**config.mk**
```make
export PLATFORM = sky130hd
export DESIGN_NAME = cubic_newton_horner_root
export DESIGN_NICKNAME = d
export VERILOG_FILES = /design/src/hdl/cnhr_pkg.sv /design/src/hdl/cnhr_divider.sv /design/src/hdl/cubic_newton_horner_root.sv
export SDC_FILE = /design/constraint.sdc
export NUM_CORES = 2
export LEC_CHECK = 0
export ABC_AREA = 1
export BUFFER_PORTS_ARGS = -buffer_cell sky130_fd_sc_hd__buf_2
export CAP_MARGIN = 30
export CORE_MARGIN = 2
export CORE_UTILIZATION = 30
export DETAILED_ROUTE_END_ITERATION = 6
export SLEW_MARGIN = 10
export SYNTH_ARGS = -nofsm -noshare
export SYNTH_HDL_FRONTEND = slang
export SYNTH_HIERARCHICAL = 1
export SYNTH_SLANG_ARGS = --single-unit
```
**constraint.sdc**
```tcl
create_clock -name clock -period 15.2 [get_ports clock]
set_input_delay 0 -clock clock [delete_from_list [all_inputs] [get_ports clock]]
set_output_delay 0 -clock clock [all_outputs]
set_load 0.05 [all_outputs]
```
**src/hdl/cnhr_pkg.sv**
```systemverilog
`timescale 1ns / 1ps
// ---------------------------------------------------------------------------
// cnhr_pkg
// Shared types and codes of the cubic Newton root block.
// ---------------------------------------------------------------------------
package cnhr_pkg;

   // fixed field widths
   localparam int DATA_W     = 32;
   localparam int TOL_W      = 16;
   localparam int LIMIT_W    = 5;
   localparam int STEP_IDX_W = 5;
   localparam int STAT_W     = 2;
   localparam int CSR_IDX_W  = 3;
   localparam int RSP_DATA_W = 200;

   // result status codes
   localparam logic [STAT_W-1:0] STAT_RUN   = 2'd0;
   localparam logic [STAT_W-1:0] STAT_CONV  = 2'd1;
   localparam logic [STAT_W-1:0] STAT_LIMIT = 2'd2;
   localparam logic [STAT_W-1:0] STAT_ZERO  = 2'd3;

   // register indexes
   localparam logic [CSR_IDX_W-1:0] CSR_COEF_0     = 3'd0;
   localparam logic [CSR_IDX_W-1:0] CSR_COEF_1     = 3'd1;
   localparam logic [CSR_IDX_W-1:0] CSR_COEF_2     = 3'd2;
   localparam logic [CSR_IDX_W-1:0] CSR_COEF_3     = 3'd3;
   localparam logic [CSR_IDX_W-1:0] CSR_TOLERANCE  = 3'd4;
   localparam logic [CSR_IDX_W-1:0] CSR_STEP_LIMIT = 3'd5;

   // sequencer states
   typedef enum logic [8:0] {
      ST_IDLE = 9'b000000001,
      ST_MUL  = 9'b000000010,
      ST_RND  = 9'b000000100,
      ST_ACC  = 9'b000001000,
      ST_EMIT = 9'b000010000,
      ST_DIV  = 9'b000100000,
      ST_UPD  = 9'b001000000,
      ST_TOL  = 9'b010000000,
      ST_CMP  = 9'b100000000
   } state_type;

   // Horner terms, in evaluation order
   typedef enum logic [2:0] {
      OP_B2 = 3'd0,
      OP_B1 = 3'd1,
      OP_B0 = 3'd2,
      OP_C2 = 3'd3,
      OP_C1 = 3'd4
   } op_type;

endpackage

```
**src/hdl/cnhr_divider.sv**
```systemverilog
`timescale 1ns / 1ps
// ---------------------------------------------------------------------------
// cnhr_divider
// Restoring unsigned divider, one quotient bit per cycle.
// ---------------------------------------------------------------------------
module cnhr_divider #(
   parameter int NUM_W = 48
) (
   input  logic                          clock,
   input  logic                          reset,
   input  logic                          start,
   input  logic [NUM_W-1:0]              numer,
   input  logic [cnhr_pkg::DATA_W-1:0]   denom,
   output logic                          done,
   output logic [NUM_W-1:0]              quot
);
   import cnhr_pkg::*;

   localparam int CNT_W = $clog2(NUM_W + 1);

   logic                  run_ff, run_in;
   logic                  done_ff, done_in;
   logic [CNT_W-1:0]      cnt_ff, cnt_in;
   logic [DATA_W-1:0]     rem_ff, rem_in;
   logic [NUM_W-1:0]      quo_ff, quo_in;
   logic [DATA_W:0]       trial;
   logic [DATA_W:0]       trial_sub;
   logic                  fits;

   // shift one numerator bit into the partial remainder and try the subtract
   always_comb begin
      trial     = {rem_ff, quo_ff[NUM_W-1]};
      trial_sub = trial - {1'b0, denom};
      fits      = trial >= {1'b0, denom};
   end

   always_comb begin
      run_in  = run_ff;
      done_in = 1'b0;
      cnt_in  = cnt_ff;
      rem_in  = rem_ff;
      quo_in  = quo_ff;
      if (start) begin
         run_in = 1'b1;
         cnt_in = '0;
         rem_in = '0;
         quo_in = numer;
      end else if (run_ff) begin
         rem_in = fits ? trial_sub[DATA_W-1:0] : trial[DATA_W-1:0];
         quo_in = {quo_ff[NUM_W-2:0], fits};
         cnt_in = cnt_ff + 1'b1;
         if (cnt_ff == CNT_W'(NUM_W - 1)) begin
            run_in  = 1'b0;
            done_in = 1'b1;
         end
      end
   end

   // control state
   always_ff @(posedge clock) begin
      if (reset) begin
         run_ff  <= 1'b0;
         done_ff <= 1'b0;
         cnt_ff  <= '0;
      end else begin
         run_ff  <= run_in;
         done_ff <= done_in;
         cnt_ff  <= cnt_in;
      end
   end

   // datapath
   always_ff @(posedge clock) begin
      rem_ff <= rem_in;
      quo_ff <= quo_in;
   end

   assign done = done_ff;
   assign quot = quo_ff;

endmodule

```
**src/hdl/cubic_newton_horner_root.sv**
```systemverilog
`timescale 1ns / 1ps
// Sequence: the step 0 word comes from five Horner multiply-accumulate terms on the guess;
//   each Newton step then adds the bit-serial divide (a 32 + FRAC_BITS bit quotient, 48
//   at Q16.16), update and tolerance test, and the shared multiply-accumulate run 5 times.
// Throughput: one solve at a time, up to MAX_STEPS + 1 words; the next guess is taken
//   once the final word is queued.
// Reset: synchronous, active high; p(x) = x^3 - 2x^2 - 4x + 4, tolerance 197, limit 20.
// ---------------------------------------------------------------------------
// cubic_newton_horner_root
// Newton refinement of a cubic root using Horner synthetic division, with one
// shared saturating multiply-accumulate unit and a serial divider.
// ---------------------------------------------------------------------------
module cubic_newton_horner_root #(
   parameter int MAX_STEPS = 20,
   parameter int FRAC_BITS = 16
) (
   input  logic                              clock,
   input  logic                              reset,
   // req_tdata: [31:0] start_guess
   input  logic                              req_tvalid,
   output logic                              req_tready,
   input  logic [cnhr_pkg::DATA_W-1:0]       req_tdata,
   // rsp_tdata: [4:0] step_index, [36:5] estimate, [68:37] quot_b2,
   //   [100:69] quot_b1, [132:101] residual, [164:133] deriv_c2,
   //   [196:165] slope, [199:197] zero
   output logic                              rsp_tvalid,
   input  logic                              rsp_tready,
   output logic [cnhr_pkg::RSP_DATA_W-1:0]   rsp_tdata,
   // rsp_tuser: [1:0] status
   output logic [cnhr_pkg::STAT_W-1:0]       rsp_tuser,
   output logic                              rsp_tlast,
   input  logic                              csr_valid,
   output logic                              csr_ready,
   input  logic [cnhr_pkg::CSR_IDX_W-1:0]    csr_index,
   input  logic [cnhr_pkg::DATA_W-1:0]       csr_data
);
   import cnhr_pkg::*;

   localparam int STEP_W = $clog2(MAX_STEPS + 1);
   localparam int LIM_W  = (STEP_W > LIMIT_W) ? STEP_W : LIMIT_W;
   localparam int NUM_W  = DATA_W + FRAC_BITS;
   localparam int PROD_W = 2 * (DATA_W + 1);

   localparam logic signed [DATA_W-1:0] COEF_0_RST = DATA_W'(4 << FRAC_BITS);
   localparam logic signed [DATA_W-1:0] COEF_1_RST = DATA_W'(-(4 << FRAC_BITS));
   localparam logic signed [DATA_W-1:0] COEF_2_RST = DATA_W'(-(2 << FRAC_BITS));
   localparam logic signed [DATA_W-1:0] COEF_3_RST = DATA_W'(1 << FRAC_BITS);
   localparam logic [TOL_W-1:0]         TOL_RST    = 16'd197;
   localparam logic [LIMIT_W-1:0]       LIMIT_RST  = 5'd20;

   localparam logic signed [PROD_W-1:0] RND_BIAS = PROD_W'(1) <<< (FRAC_BITS - 1);
   localparam logic signed [PROD_W-1:0] SAT_HI   = PROD_W'(33'sh0_7FFF_FFFF);
   localparam logic signed [PROD_W-1:0] SAT_LO   = PROD_W'(33'sh1_8000_0000);
   localparam logic signed [DATA_W-1:0] MAX_VAL  = 32'sh7FFF_FFFF;
   localparam logic signed [DATA_W-1:0] MIN_VAL  = 32'sh8000_0000;

   // configuration
   logic signed [DATA_W-1:0]  coef_0_ff, coef_1_ff, coef_2_ff, coef_3_ff;
   logic [TOL_W-1:0]          tol_ff;
   logic [LIMIT_W-1:0]        limit_ff;

   // sequencer
   state_type                 state_ff, state_in;
   op_type                    op_ff, op_in;
   logic [STEP_W-1:0]         step_ff, step_in;
   logic                      first_ff, first_in;
   logic                      conv_ff, conv_in;

   // datapath
   logic signed [DATA_W-1:0]  x_ff, x_in;
   logic signed [DATA_W-1:0]  b2_ff, b1_ff, b0_ff, c2_ff, c1_ff;
   logic signed [PROD_W-1:0]  prod_ff;
   logic signed [DATA_W-1:0]  rnd_ff, rnd_in;
   logic [DATA_W:0]           diff_ff, diff_in;

   // output register
   logic                      rsp_valid_ff, rsp_valid_in;
   logic [RSP_DATA_W-1:0]     rsp_data_ff;
   logic [STAT_W-1:0]         rsp_user_ff;
   logic                      rsp_last_ff;

   // shared unit signals
   logic signed [DATA_W-1:0]  mac_m, mac_k;
   logic signed [DATA_W:0]    mul_a, mul_b;
   logic signed [PROD_W-1:0]  prod_in;
   logic signed [PROD_W-1:0]  rnd_sum, rnd_shift;
   logic signed [DATA_W:0]    acc_sum;
   logic signed [DATA_W-1:0]  acc_val;
   logic [DATA_W-1:0]         x_mag, b0_mag, c1_mag;

   // divider and update
   logic                      div_start, div_done;
   logic [NUM_W-1:0]          div_numer, div_quot;
   logic                      div_neg;
   logic signed [NUM_W+1:0]   dx, x_wide;
   logic signed [DATA_W-1:0]  x_new;
   logic signed [DATA_W:0]    step_diff;

   // emit
   logic [LIM_W-1:0]          lim_eff;
   logic                      hit_limit;
   logic [STAT_W-1:0]         emit_stat;
   logic                      emit_last;
   logic                      out_free;
   logic                      emit_load;
   logic                      accept;

   assign accept    = req_tvalid && req_tready;
   assign req_tready = (state_ff == ST_IDLE);
   assign csr_ready = 1'b1;

   // magnitudes of signed words, exact as 32-bit unsigned
   assign x_mag  = x_ff[DATA_W-1]  ? DATA_W'(-x_ff)  : DATA_W'(x_ff);
   assign b0_mag = b0_ff[DATA_W-1] ? DATA_W'(-b0_ff) : DATA_W'(b0_ff);
   assign c1_mag = c1_ff[DATA_W-1] ? DATA_W'(-c1_ff) : DATA_W'(c1_ff);

   // select the Horner term: multiplier coefficient and addend
   always_comb begin
      unique case (op_ff)
         OP_B2: begin
            mac_m = coef_3_ff;
            mac_k = coef_2_ff;
         end
         OP_B1: begin
            mac_m = b2_ff;
            mac_k = coef_1_ff;
         end
         OP_B0: begin
            mac_m = b1_ff;
            mac_k = coef_0_ff;
         end
         OP_C2: begin
            mac_m = coef_3_ff;
            mac_k = b2_ff;
         end
         OP_C1: begin
            mac_m = c2_ff;
            mac_k = b1_ff;
         end
         default: begin
            mac_m = coef_3_ff;
            mac_k = coef_2_ff;
         end
      endcase
   end

   // shared multiplier: Horner products, or tolerance times |x|
   always_comb begin
      if (state_ff == ST_TOL) begin
         mul_a = {{(DATA_W + 1 - TOL_W){1'b0}}, tol_ff};
         mul_b = {1'b0, x_mag};
      end else begin
         mul_a = {mac_m[DATA_W-1], mac_m};
         mul_b = {x_ff[DATA_W-1], x_ff};
      end
      prod_in = mul_a * mul_b;
   end

   // round half up, floor shift, saturate
   always_comb begin
      rnd_sum   = prod_ff + RND_BIAS;
      rnd_shift = rnd_sum >>> FRAC_BITS;
      if (rnd_shift > SAT_HI)
         rnd_in = MAX_VAL;
      else if (rnd_shift < SAT_LO)
         rnd_in = MIN_VAL;
      else
         rnd_in = rnd_shift[DATA_W-1:0];
   end

   // saturating accumulate
   always_comb begin
      acc_sum = {mac_k[DATA_W-1], mac_k} + {rnd_ff[DATA_W-1], rnd_ff};
      if (acc_sum[DATA_W] != acc_sum[DATA_W-1])
         acc_val = acc_sum[DATA_W] ? MIN_VAL : MAX_VAL;
      else
         acc_val = acc_sum[DATA_W-1:0];
   end

   // Newton update from the divider quotient
   assign div_numer = (NUM_W'(b0_mag) << FRAC_BITS) + NUM_W'(c1_mag >> 1);
   assign div_neg   = b0_ff[DATA_W-1] ^ c1_ff[DATA_W-1];

   always_comb begin
      dx     = div_neg ? -$signed({2'b00, div_quot}) : $signed({2'b00, div_quot});
      x_wide = (NUM_W + 2)'(x_ff) - dx;
      if (x_wide > (NUM_W + 2)'(MAX_VAL))
         x_new = MAX_VAL;
      else if (x_wide < (NUM_W + 2)'(MIN_VAL))
         x_new = MIN_VAL;
      else
         x_new = x_wide[DATA_W-1:0];
      step_diff = {x_new[DATA_W-1], x_new} - {x_ff[DATA_W-1], x_ff};
      diff_in   = step_diff[DATA_W] ? (DATA_W + 1)'(-step_diff) : (DATA_W + 1)'(step_diff);
   end

   // status of the estimate now in hand
   always_comb begin
      if (limit_ff == '0)
         lim_eff = LIM_W'(1);
      else if (LIM_W'(limit_ff) > LIM_W'(MAX_STEPS))
         lim_eff = LIM_W'(MAX_STEPS);
      else
         lim_eff = LIM_W'(limit_ff);
      hit_limit = LIM_W'(step_ff) >= lim_eff;

      if (first_ff)
         emit_stat = (c1_ff == '0) ? STAT_ZERO : STAT_RUN;
      else if (conv_ff)
         emit_stat = STAT_CONV;
      else if (hit_limit)
         emit_stat = STAT_LIMIT;
      else if (c1_ff == '0)
         emit_stat = STAT_ZERO;
      else
         emit_stat = STAT_RUN;
      emit_last = (emit_stat != STAT_RUN);
   end

   assign out_free  = !rsp_valid_ff || rsp_tready;
   assign emit_load = (state_ff == ST_EMIT) && out_free;
   assign div_start = emit_load && !emit_last;

   // sequencer
   always_comb begin
      state_in = state_ff;
      op_in    = op_ff;
      step_in  = step_ff;
      first_in = first_ff;
      conv_in  = conv_ff;
      x_in     = x_ff;
      unique case (state_ff)
         ST_IDLE: begin
            if (accept) begin
               x_in     = req_tdata;
               step_in  = '0;
               first_in = 1'b1;
               conv_in  = 1'b0;
               op_in    = OP_B2;
               state_in = ST_MUL;
            end
         end
         ST_MUL: state_in = ST_RND;
         ST_RND: state_in = ST_ACC;
         ST_ACC: begin
            if (op_ff == OP_C1) begin
               state_in = ST_EMIT;
            end else begin
               op_in    = op_type'(op_ff + 3'd1);
               state_in = ST_MUL;
            end
         end
         ST_EMIT: begin
            if (out_free)
               state_in = emit_last ? ST_IDLE : ST_DIV;
         end
         ST_DIV: begin
            if (div_done)
               state_in = ST_UPD;
         end
         ST_UPD: begin
            x_in     = x_new;
            step_in  = step_ff + 1'b1;
            first_in = 1'b0;
            state_in = ST_TOL;
         end
         ST_TOL: state_in = ST_CMP;
         ST_CMP: begin
            conv_in  = PROD_W'({diff_ff, {TOL_W{1'b0}}}) <= $unsigned(prod_ff);
            op_in    = OP_B2;
            state_in = ST_MUL;
         end
         default: state_in = ST_IDLE;
      endcase
   end

   // drop the output word once taken, refill from the emit state
   always_comb begin
      if (emit_load)
         rsp_valid_in = 1'b1;
      else if (rsp_tready)
         rsp_valid_in = 1'b0;
      else
         rsp_valid_in = rsp_valid_ff;
   end

   // control state and configuration
   always_ff @(posedge clock) begin
      if (reset) begin
         state_ff     <= ST_IDLE;
         op_ff        <= OP_B2;
         step_ff      <= '0;
         first_ff     <= 1'b0;
         conv_ff      <= 1'b0;
         rsp_valid_ff <= 1'b0;
         coef_0_ff    <= COEF_0_RST;
         coef_1_ff    <= COEF_1_RST;
         coef_2_ff    <= COEF_2_RST;
         coef_3_ff    <= COEF_3_RST;
         tol_ff       <= TOL_RST;
         limit_ff     <= LIMIT_RST;
      end else begin
         state_ff     <= state_in;
         op_ff        <= op_in;
         step_ff      <= step_in;
         first_ff     <= first_in;
         conv_ff      <= conv_in;
         rsp_valid_ff <= rsp_valid_in;
         if (csr_valid && csr_ready) begin
            unique case (csr_index)
               CSR_COEF_0:     coef_0_ff <= csr_data;
               CSR_COEF_1:     coef_1_ff <= csr_data;
               CSR_COEF_2:     coef_2_ff <= csr_data;
               CSR_COEF_3:     coef_3_ff <= csr_data;
               CSR_TOLERANCE:  tol_ff    <= csr_data[TOL_W-1:0];
               CSR_STEP_LIMIT: limit_ff  <= csr_data[LIMIT_W-1:0];
               default: ;
            endcase
         end
      end
   end

   // datapath registers
   always_ff @(posedge clock) begin
      x_ff <= x_in;
      if (state_ff == ST_MUL || state_ff == ST_TOL)
         prod_ff <= prod_in;
      if (state_ff == ST_RND)
         rnd_ff <= rnd_in;
      if (state_ff == ST_UPD)
         diff_ff <= diff_in;
      if (state_ff == ST_ACC) begin
         unique case (op_ff)
            OP_B2:   b2_ff <= acc_val;
            OP_B1:   b1_ff <= acc_val;
            OP_B0:   b0_ff <= acc_val;
            OP_C2:   c2_ff <= acc_val;
            OP_C1:   c1_ff <= acc_val;
            default: ;
         endcase
      end
      if (emit_load) begin
         rsp_data_ff <= {3'b000, c1_ff, c2_ff, b0_ff, b1_ff, b2_ff, x_ff,
                         STEP_IDX_W'(step_ff)};
         rsp_user_ff <= emit_stat;
         rsp_last_ff <= emit_last;
      end
   end

   assign rsp_tvalid = rsp_valid_ff;
   assign rsp_tdata  = rsp_data_ff;
   assign rsp_tuser  = rsp_user_ff;
   assign rsp_tlast  = rsp_last_ff;

   cnhr_divider #(
      .NUM_W (NUM_W)
   ) u_div (
      .clock (clock),
      .reset (reset),
      .start (div_start),
      .numer (div_numer),
      .denom (c1_mag),
      .done  (div_done),
      .quot  (div_quot)
   );

endmodule

```
After elaboration in Yosys (flattened, before gate mapping)
Cells that the tools add are included.

Bits in registers: 780. Output and inout bits: 206.

Multiply operators: 1. Reduce and logical (&&, ||, !) cells: 34. Order comparisons: 8. Add/sub/neg operators: 14. Mux-type cells: 46. Bitwise logic cells: 2. Equal/unequal tests: 24.

Operators with widths (count): 2-to-1 mux 32 bit (11); case mux 32 bit (4 select lines) (1); > comparator 50 x 32 -> 1 bit, second input constant (2); less-than comparator 50 x 32 -> 1 bit, second input constant (2); 2-to-1 mux 48 bit (2); negator 32 bit (3); case mux 32 bit (3 select lines) (1); case mux 9 bit (9 select lines) (1); adder 66 x 17 -> 66 bit, second input constant (1); less-or-equal comparator 49 x 66 -> 1 bit (1); multiplier 33 x 33 -> 66 bit (1); 2-to-1 mux 33 bit (2); case mux 32 bit (2 select lines) (1); 2-to-1 mux 50 bit (1); negator 48 -> 50 bit (1); subtractor 32 x 50 -> 50 bit (1); adder 48 x 31 -> 48 bit (1); adder 32 x 32 -> 33 bit (1); >= comparator 33 x 32 -> 1 bit (1); negator 33 bit (1); subtractor 32 x 32 -> 33 bit (1); logical NOT 32 bit (1); subtractor 32 bit (1); 2-to-1 mux 9 bit (3); other kinds (42) (87).

Logic depth before layout (Yosys ltp)
Depth in word-level cells: 11. Mapped depth: 58.

Cells and area by module
Netlist, hierarchy kept.

Modules (own cells, without submodules): cubic_newton_horner_root (area an instance 78736.8 um^2, sequential area each 19088.3 um^2, instances 1, cells each 9485); cnhr_divider (area an instance 6605.1 um^2, sequential area each 2242.2 um^2, instances 1, cells each 1036).

Worst setup path before layout
OpenSTA, ideal clock, no wires.

Path kind: flip-flop to flip-flop. From: register state_ff[0]. To: register u_div.quo_ff[0] (netlist: u_div/quot[0]) (enable). Slack: 2.913 ns. Arrival time: 11.855 ns. Data required time: 14.768 ns. Stages on the path, launching flop included: 12. Cells stage by stage: dfxtp_1 > nor2_1 > nand2_1 > nor2_1 > nand2_1 > nor2_1 > nand3_1 > inv_1 > clkbuf_1 > nor2_1 > inv_1 > clkbuf_1.

Cells in the longest elaborated chain, start to end: 4.

Ends and longest elaborated chain: start: declaration (RTL line cubic_newton_horner_root.sv:63) `state_type state_ff, state_in;`; start signal: assignment (RTL line cubic_newton_horner_root.sv:303) `state_ff <= state_in;`; == test 9 x 5 -> 1 bit (RTL line cubic_newton_horner_root.sv:221) `assign emit_load = (state_ff == ST_EMIT) && out_free;`; logical AND 1 bit (RTL line cubic_newton_horner_root.sv:221); net emit_load (RTL line cubic_newton_horner_root.sv:105) `logic emit_load;`; logical AND 1 bit (RTL line cubic_newton_horner_root.sv:222) `assign div_start = emit_load && !emit_last;`; net div_start (RTL line cubic_newton_horner_root.sv:92) `logic div_start, div_done;`; nonzero test 2 bit (no line); end signal: assignment (RTL line cnhr_divider.sv:75) `quo_ff <= quo_in;`; end: declaration (RTL line cnhr_divider.sv:25) `logic [NUM_W-1:0] quo_ff, quo_in;`.

The timed path passes the listed nets, and every way through them passes these cells. A chain may end at the register's enable or synchronous reset.

Worst setup path after layout
From: register op_ff[1]. To: register prod_ff[58] (data pin).

Cells in the longest elaborated chain, start to end: 4.

Ends and longest elaborated chain: start: declaration (RTL line cubic_newton_horner_root.sv:64) `op_type op_ff, op_in;`; start signal: assignment (RTL line cubic_newton_horner_root.sv:304) `op_ff <= op_in;`; == test 3 bit (tied with other cells) (RTL line cubic_newton_horner_root.sv:119) `unique case (op_ff)`; case mux 32 bit (3 select lines) * (RTL line cubic_newton_horner_root.sv:119); 2-to-1 mux 33 bit * (RTL line cubic_newton_horner_root.sv:149) `if (state_ff == ST_TOL) begin`; multiplier 33 x 33 -> 66 bit * (RTL line cubic_newton_horner_root.sv:156) `prod_in = mul_a * mul_b;`; net prod_in[58] (RTL line cubic_newton_horner_root.sv:85) `logic signed [PROD_W-1:0] prod_in;`; end signal: assignment (RTL line cubic_newton_horner_root.sv:327) `prod_ff <= prod_in;`; end: declaration (RTL line cubic_newton_horner_root.sv:72) `logic signed [PROD_W-1:0] prod_ff;`.

The timed path passes the listed nets; every way through them passes the cells marked *.

==> results.md <==
- GRT Total Usage: 21.0%
- Critical Path Sink: prod_ff[58]$_DFFE_PP_
- Design Area, Final: 94500 µm²
- Total die area: 289000 µm²
- Core area: 283000 µm²
- Filler cells: 29700
- Post-placement cell area: 91100 µm²
- Worst setup EP type: register
- H-tree depth: 3
- Period utilization: 74.7%
- Top_reg_cell synth: edfxtp_1
- WS Path Type: reg -> reg
- EDFF count, synth: 571
- Global-route wire length before repair: 456 mm
- Post-synth top area share: 26.4%
- Mapped Cells: 10500
- Syn. warnings: 6
- Total grt overflow: 0
- Most frequent cells after synthesis: nand2_1, inv_1, fa_1
- Data arrival, critical path: 11760 ps
- Worst clock skew: 44.5 ps
- Async SR Flop Fraction: 0%
- Fmax: 88.1 MHz
- Setup slack, reg-to-reg: 3850 ps
- Share of cells above drive strength 1: 6.11%
- Root buffer cell: clkbuf_16
- Cell count after placement: 14300
- RSZ-0062 raised after global routing: no
- Startpoint Class: register
- Synth cell types: 69
- Number of vias in the routed layout: 71300
- Pin count of the biggest net entering global routing: 166
- Worst R2R Path Depth: 34
- Post-route setup slack: 3850 ps
- Max incr delay on CP: 810 ps
- Most frequent CP cell: inv_1
- Setup-failing EPs final: 0
- Worst-Margin Slew: 1090 ps
- WL final: 308 mm
- Post-synthesis cell area: 85300 µm²
- Syn avg cell area: 8.11 µm²
- Status: finished clean
- Clock tree sinks: 780
- Synthesis-to-finish area growth: 10.7%
- Final Hold Viols: 0
- Vias in the first global route: 69700
- Post-layout instance count excluding filler cells: 14600
- Row count: 195
- CTS tree: yes
- CP Max Fanout: 18
- Hold-critical path depth: 4
- Sequential share of the synthesized area: 25.0%
- TNS Setup: 0 ps
- Residual DRC: 0
- Nets: 12400
- Hold crit path type: in -> reg
- Worst-path clk slew: 70 ps
- Initial cell density of the core: 30.2%
- Die W: 537 µm
- FF-to-FF Start: op_ff[1]$_SDFFE_PP0P_
- Remaining antenna violation count: 0
- CTS Buffer Depth: 3
- GP Congestion: 0.977
- #FFs+latches synth: 780
- Boundary Pins: 278
- Fin. max-slew vios: 0
- Skew-Pair Late Insertion Delay: 710 ps
- Post-place setup slack: 3910 ps
- Initial DRC Count: 6855
- Rel. slew slack: 27.4%
- Worst Path Required: 15610 ps
- # port buffers: 273
- Most frequent cell after synthesis: nand2_1
- Die Ht: 537 µm
- Largest cells by area after synthesis: fa_1, edfxtp_1, nand2_1
- Vias per inst: 4.89
- Pre-antenna DRT Iters: 6
- Post-synth top area cell: fa_1
- Post-layout min period: 11350 ps
- CP max-delay cell: fa_1
- CP startpoint: op_ff[1]$_SDFFE_PP0P_
- Post-DP HPWL: 252 mm
- Max cap viols: 0
- Num CTS Buffers: 75
- Avg WL per Cell: 21.1 µm
- Reg2Reg Capture Point: prod_ff[58]$_DFFE_PP_
- Initial antenna violation count: 15
-- what timing repair did --
action,4_1_cts,5_1_grt
hold buffers,75,0
buffers inserted,0,0
hold endpoints to repair,206,0
resized for setup,0,0
-- logic make-up after synthesis --
family,synth area share [%]
flip-flops,25.0
adder cells (fa/ha/maj),32.7
XOR/XNOR,3.80
other,0.00880
buffers and inverters,10.8
AO/OA/AOI/OAI,5.74
AND/OR/NAND/NOR,21.9
-- layout make-up --
| cell class | instances | area, µm² | area share [%] |
|---|---|---|---|
| diodes | 2 | 5.00 | 0.00530 |
| clock buffers | 85 | 1920 | 2.04 |
| clock inverters | 53 | 674 | 0.714 |
| inverters | 2065 | 7750 | 8.21 |
| multi-input cells | 7362 | 54900 | 58.1 |
| flip-flops and latches | 780 | 21300 | 22.6 |
| well taps | 3743 | 4680 | 4.96 |
| repair buffers | 478 | 3240 | 3.43 |
-- placed cells by master, fill, tap and decap left out, types with 12 or more instances in the layout --
master,instances
nand2_1,2872
inv_1,2021
fa_1,1127
nor2_1,994
edfxtp_1,571
ha_1,428
nand3_1,327
o21ai_0,300
a21oi_1,296
buf_2,279
xor2_1,241
dfxtp_1,209
xnor2_1,121
buf_4,114
nand4_1,106
nor3_1,98
clkbuf_16,75
dlygate4sd3_1,75
a31oi_1,39
a221oi_1,37
nor4_1,32
a22o_1,30
nand3b_1,30
clkinv_1,29
inv_2,27
o21ai_1,27
nor2_2,24
o21a_1,18
a21o_1,16
o21bai_1,15
nor2_4,14
o211ai_1,14
or2_2,14
nor3_2,12
nand2_2,12
-- sequential cells by signal, summed over array words and instances (netlist names), 33 cells and up --
| signal | flops |
|---|---|
| prod_ff | 66 |
| rsp_tdata | 197 |
| u_div/quot | 48 |
| diff_ff | 33 |
-- critical path, delay by kind of cell (launching register included) --
kind | cells | cell delay, ps
adders and majority gates | 10 | 5180
buffers and inverters | 11 | 2260
and+or+nand+nor | 9 | 1880
AOI/OAI and AO/OA | 3 | 1200
DFF | 1 | 380
xor gates and xnor gates | 1 | 130
-- worst min path at each step --
stage                     slack, ps                    endpoint           from
after floorplan                  80    state_ff[1]$_SDFFE_PP0P_          reset
after global placement          270  coef_2_ff[24]$_SDFFE_PP1P_   csr_data[24]
after detailed placement        280  coef_1_ff[21]$_SDFFE_PP1P_   csr_data[21]
after CTS                       120          x_ff[20]$_DFFE_PP_  req_tdata[20]
after global routing            180          x_ff[13]$_DFFE_PP_  req_tdata[13]
final                           150          x_ff[20]$_DFFE_PP_  req_tdata[20]
-- through the flow --
stage	hold slack [ps]	utilization (%)
floorplan	78.5	-
global placement	270	32.2
detailed placement	276	32.2
CTS	122	33.4
global route	176	33.4
finish	153	33.4
-- routing by layer --
layer  wire length (µm)  global-route usage, %  share of wire [%]
met4              11900                   7.23                3.9
met1             133000                   28.8                 43
met2             141000                   34.3                 46
met3              21800                   2.32                7.1
met5                 21                      0             0.0068
Power is not shown: default switching activity piles up to over one toggle a cycle in this logic, so the estimate is an artifact.
